`src/rtl/qvd_pkg.sv`:
```
// ----------------------------------------------------------------------------
// qvd_pkg
// Shared types and constants of the quantized vertex welding table.
// ----------------------------------------------------------------------------
package qvd_pkg;

  // Fixed field widths
  localparam int POS_W   = 20;   // signed fixed-point coordinate
  localparam int RES_W   = 11;   // grid resolution register
  localparam int QPART_W = 17;   // one quantized key part, signed
  localparam int KEY_W   = 3 * QPART_W;
  localparam int IDX_W   = 12;   // vertex index
  localparam int CNT_W   = 13;   // vertex count, holds 4096 itself
  localparam int HASH_W  = 32;

  // Index space of the vertex numbering
  localparam int INDEX_SPACE = 4096;

  // Spatial hash primes
  localparam logic [HASH_W-1:0] PRIME_X = 32'd73856093;
  localparam logic [HASH_W-1:0] PRIME_Y = 32'd19349663;
  localparam logic [HASH_W-1:0] PRIME_Z = 32'd83492791;

  // Saturation bounds of a key part
  localparam logic [QPART_W-1:0] QPART_MAX = 17'h0FFFF;  // +65535
  localparam logic [QPART_W-1:0] QPART_MIN = 17'h10000;  // -65536

  // Item function codes
  localparam logic FUNC_ADD   = 1'b0;
  localparam logic FUNC_CLEAR = 1'b1;

  // One table slot as stored in memory
  typedef struct packed {
    logic               valid;
    logic [KEY_W-1:0]   key;
    logic [IDX_W-1:0]   index;
  } qvd_entry_t;

  // Stage enables for the per-coordinate quantizer
  typedef struct packed {
    logic mul_en;
    logic rnd_en;
    logic hash_en;
  } qvd_qctl_t;

  // Control sequencer states
  typedef enum logic [2:0] {
    ST_IDLE,
    ST_SWEEP,
    ST_QRND,
    ST_HMUL,
    ST_HASH,
    ST_MODR,
    ST_PROBE
  } qvd_state_t;

endpackage

```
`src/rtl/qvd_quant.sv`:
```
// ----------------------------------------------------------------------------
// qvd_quant
// One coordinate: scale by 4*resolution, round half away from zero, saturate
// to a 17-bit key part, then form its hash product.
// ----------------------------------------------------------------------------
module qvd_quant #(
  parameter int FRAC_BITS = 16
) (
  input  logic                           clk,
  input  qvd_pkg::qvd_qctl_t             ctl,
  input  logic [qvd_pkg::POS_W-1:0]      pos,
  input  logic [qvd_pkg::RES_W-1:0]      res,
  input  logic [qvd_pkg::HASH_W-1:0]     prime,
  output logic [qvd_pkg::QPART_W-1:0]    q,
  output logic [qvd_pkg::HASH_W-1:0]     hprod
);
  import qvd_pkg::*;

  localparam int PROD_W = POS_W + RES_W + 2;
  localparam int SUM_W  = PROD_W + 1;
  localparam logic [SUM_W-1:0] HALF   = SUM_W'(1) << (FRAC_BITS - 1);
  localparam logic [SUM_W-1:0] LIM_P  = SUM_W'(65535);
  localparam logic [SUM_W-1:0] LIM_N  = SUM_W'(65536);

  logic [POS_W-1:0]   mag;
  logic [PROD_W-1:0]  prod_r;
  logic               neg_r;
  logic [SUM_W-1:0]   sum;
  logic [SUM_W-1:0]   qmag;
  logic [QPART_W-1:0] q_nxt;
  logic [QPART_W-1:0] q_r;
  logic [HASH_W-1:0]  qs;
  logic [HASH_W-1:0]  hprod_r;

  // Magnitude of the signed input; the most negative value maps to 2^19
  assign mag = pos[POS_W-1] ? (~pos + 1'b1) : pos;

  // Stage 1: scaled magnitude
  always_ff @(posedge clk) begin
    if (ctl.mul_en) begin
      prod_r <= PROD_W'(mag) * PROD_W'({res, 2'b00});
      neg_r  <= pos[POS_W-1];
    end
  end

  // Stage 2: round half away from zero, saturate, restore sign
  assign sum  = SUM_W'(prod_r) + HALF;
  assign qmag = sum >> FRAC_BITS;

  always_comb begin
    if (!neg_r) begin
      q_nxt = (qmag > LIM_P) ? QPART_MAX : qmag[QPART_W-1:0];
    end else begin
      q_nxt = (qmag >= LIM_N) ? QPART_MIN : (~qmag[QPART_W-1:0] + 1'b1);
    end
  end

  always_ff @(posedge clk) begin
    if (ctl.rnd_en) begin
      q_r <= q_nxt;
    end
  end

  // Stage 3: hash product, sign extended, wrapped to 32 bits
  assign qs = {{(HASH_W-QPART_W){q_r[QPART_W-1]}}, q_r};

  always_ff @(posedge clk) begin
    if (ctl.hash_en) begin
      hprod_r <= qs * prime;
    end
  end

  assign q     = q_r;
  assign hprod = hprod_r;

endmodule
```
`config.mk`:
```
export PLATFORM = sky130hd
export DESIGN_NAME = qvd_quant
export DESIGN_NICKNAME = d
export VERILOG_FILES = /design/src/rtl/qvd_pkg.sv /design/src/rtl/qvd_quant.sv
export SDC_FILE = /design/constraint.sdc
export NUM_CORES = 2
export LEC_CHECK = 0
export ABC_AREA = 1
export BUFFER_PORTS_ARGS = -buffer_cell sky130_fd_sc_hd__buf_2
export CAP_MARGIN = 20
export CORE_MARGIN = 2
export CORE_UTILIZATION = 65
export DETAILED_ROUTE_END_ITERATION = 10
export PLACE_DENSITY = 0.88
export SYNTH_ARGS = -nofsm -noshare
export SYNTH_HDL_FRONTEND = slang
export SYNTH_SLANG_ARGS = --single-unit
```
`constraint.sdc`:
```
create_clock -name clk -period 12.6 [get_ports clk]
set_input_delay 1.26 -clock clk [delete_from_list [all_inputs] [get_ports clk]]
set_output_delay 1.26 -clock clk [all_outputs]
set_load 0.01 [all_outputs]
```
Yosys cells after proc, flatten, opt, wreduce, memory -nomap -nowiden
Index checks and enable logic that the tools add are counted.

storage, ports and cells
  bits in registers = 81
  bits of input ports = 67
  output and inout port bits = 49
  word-level logic and storage cells = 17

cells by class
  add/sub/neg operators = 3
  $mul = 2
  order comparisons = 2
  muxes and demuxes = 4
  bitwise operators = 2

operators by type and width
  kind                      number
  $mux W17                  3
  $add A33 B16 Y34 const B  1
  $mul A17 B32 Y32          1
  $mul A20 B11 Y31          1
  $add A20 B1 Y20 const B   1
  $mux W20                  1
  $not A20 Y20              1
  $ge A18 B17 Y1 const B    1
  $gt A18 B16 Y1 const B    1
  $add A17 B1 Y17 const B   1
  $not A17 Y17              1

Logic depth before layout (Yosys ltp)
  depth in word-level cells = 5
  gate-level depth with buffers = 35
  gate-level depth less buffers = 34

Least setup slack after synthesis
Ideal clock, no wire load.

  path type = input port to flip-flop
  start point = input pos[0] in the netlist's numbering
  end point = register prod_r[22], data pin
  library setup time = 0.265 ns
  arrival = 6.504 ns
  required time = 12.335 ns
  slack = 5.831 ns
  stages on the path = 28
  buffers on the path = 1
  path through = clkbuf_1 -> inv_1 -> ha_1 -> inv_1 -> nor3_2 -> nand2_1 -> inv_1 -> nand2_1 -> inv_1 -> nor2_1 -> xor2_1 -> nand2_1 -> fa_1 -> inv_1 -> fa_1 -> fa_1 -> fa_1 -> inv_1 -> fa_1 -> inv_1 -> ha_1 -> a21oi_1 -> inv_1 -> a31oi_1 -> o21ai_0 -> a21oi_1 -> o21ai_0 -> xor2_1

on the way
  cells in the longest elaborated chain, start to end = 4

RTL lines
  element               RTL line         text
  start, declared       qvd_quant.sv:11  input logic [qvd_pkg::POS_W-1:0] pos,
  $not A20 Y20          qvd_quant.sv:36  assign mag = pos[POS_W-1] ? (~pos + 1'b1) : pos;
  $add A20 B1 Y20       qvd_quant.sv:36
  $mux W20 (*)          qvd_quant.sv:36
  $mul A20 B11 Y31 (*)  qvd_quant.sv:41  prod_r <= PROD_W'(mag) * PROD_W'({res, 2'b00});
  end signal, assigned  qvd_quant.sv:41
  end, declared         qvd_quant.sv:26  logic [PROD_W-1:0] prod_r;

Mark *: on every way between the ends. The rest lies on a longest branch, timed or not.
A chain may end at the register's enable or synchronous reset.

Worst setup path after layout
  start point = input pos[0] in the netlist's numbering
  end point = register prod_r[29], data pin

Same word-level chain as after synthesis.

==> run metrics <==
CTS tree done; final setup fails 0; Synth Cell Area 0.0237 mm^2; Num CTS Buffers 9; initial antenna violation count 3; FF+latch count, synth 68; Max Cap Viol 0; Final Cycle Share 58.5%; later-pin clock latency in the skew report 370 ps; leading area contributor after synthesis fa_1; Synth-to-Final Area Change 4.95%; Hold Startpoint prod_r[16]; sequential share of the synthesized area 8.61%; FMAX 0.136 GHz; crit end category flop; number of I/O pins 116; Min Clock Period, post-route 7370 ps; detailed-route via count 20600; status completed; number of global-route vias before repair 22000; Cell variety after synth 47; Clock Tree Buf Depth 2; die height 195 um; Fin. Hold Viols 0; post-synthesis cell count 3120; worst endpoint data arrival time 7490 ps; FF-to-FF End hprod[31]; post-DR vias/cell 5.69; Commonest cells post-synth inv_1, nand2_1, fa_1; DRC viols 0; DP HPWL 52800 um; port bufs 115; Post-synth EDFFs 68; area of the die 0.0380 mm^2; grt total ovfl 0; Fin Setup TNS 0 ps; root buffer cell clkbuf_16; Antenna Nets Post-Route 0; synthesized area per cell 7.60 um^2; post-synthesis net count 3831; relative slew slack 40.7%; Post-CTS Setup Inserts 0; Initial Utilization 66.3%; Die W 195 um; Syn. warnings 0; # hold bufs at CTS 0; Post-CTS Resized 0; H-tree depth 3; Setup crit end prod_r[29]; Setup CP Type in -> reg; R2R depth 19; fin nets 3867; # rows 69; Worst Skew 14.8 ps; top_reg_cell synth edfxtp_1; largest net degree at the start of global routing 34; FF-to-FF setup slack 5990 ps; critical path's slowest cell xor2_1; CP Launch Type primary input; clock sinks 68; layout cells sized above 1 6.17%; Worst Hold Class reg -> reg; CP Launch Point pos[0]; Routed WL 65400 um; Placeable Area 0.0357 mm^2; gr usage total 36.2%; Iteration-0 DRC Markers 1835; most frequent cell after synthesis inv_1; most used cell, CP inv_1; RSZ-0062 raised after global routing no; asr flop ratio synth 0%; largest cells by area after synthesis fa_1, inv_1, nand2_1; per-cell routed wire length 18.1 um; Largest stage delay, worst path 630 ps; crit path max fanout 12; fin. max-slew vios 0; first-pass GRT wire length 108000 um; CP required 12720 ps; Slew @ Worst Pin 889 ps; area share of the leading cell type in the synthesized netlist 40.5%; Critical R2R Launch q[16]; GPL Wtd Cong 0.951; CTS clk-pin slew, worst paths 60 ps; TritonRoute pass-1 iters 5
## area by class of cell
cell class              instances  area [um^2]
multi-input cells            2077        18000
fillers                      2862        10900
flip-flops and latches         68         2040
clock inverters                 7         75.1
diodes                          2         5.00
well taps                     461          577
inverters                     869         3260
clock buffers                   9          225
repair buffers                131          716
## per-layer routing
layer  track usage (%)  vias up  part of all wire, %
met5                 0        -                0.020
met4              15.1        2                  4.7
met3              8.43      268                   11
met2              61.0     1165                   48
met1              45.1    10100                   36
li1                  -     9071                    -
## through the flow
step	setup slack, ps	area, um^2	cells	hold slack [ps]	util (%)
finish	5230	24900	3624	875	69.6
global route	4790	24900	3622	944	69.6
CTS	5380	24800	3621	869	69.5
detailed placement	5030	24500	3605	856	68.7
global placement	5230	24500	3605	840	68.7
floorplan	5830	23700	3120	650	-
## placed cells by master, fill, tap and decap left out, types with 14 or more instances in the layout
master and count:
nand2_1 841, o21ai_0 55, ha_1 165, nor3_1 17
nand3b_1 14, inv_1 862, fa_1 479, a21oi_1 69
xnor2_1 19, xor2_1 36, buf_4 15, nand3_1 63
edfxtp_1 68, buf_2 115, nor2_1 210, nand4_1 25
## flip-flops by register name, indices dropped and copies added (netlist names)
name / flops
q: 17
neg_r: 1
hprod: 32
prod_r: 18
## worst min-delay path by stage
stage,endpoint,slack [ps],cells past startpoint
final,q[0],870,3
after global placement,q[0],840,3
after CTS,q[0],870,3
after detailed placement,q[0],860,3
after floorplan,hprod[0],650,2
after global routing,q[0],940,3
## critical path, delay by kind of cell
kind                       cells  cell delay (ps)
AOI/OAI and AO/OA              4              770
xor gates and xnor gates       1              630
buffers and inverters         10             1000
and+or+nand+nor                9              840
adders and majority gates      7             2990
## cells by family (layout without fill, tap and decap cells)
| logic type | after synthesis | in the layout | synth area share, % |
|---|---|---|---|
| fa+ha+maj | 644 | 644 | 49.2 |
| other cells | 0 | 2 | 0 |
| simple gates | 1217 | 1217 | 20.8 |
| compound gates | 161 | 161 | 3.82 |
| xor+xnor | 55 | 55 | 2.03 |
| flops | 68 | 68 | 8.61 |
| buf+inv | 975 | 1016 | 15.6 |
Power is not shown: default switching activity piles up to over one toggle a cycle in this logic, so the estimate is an artifact.
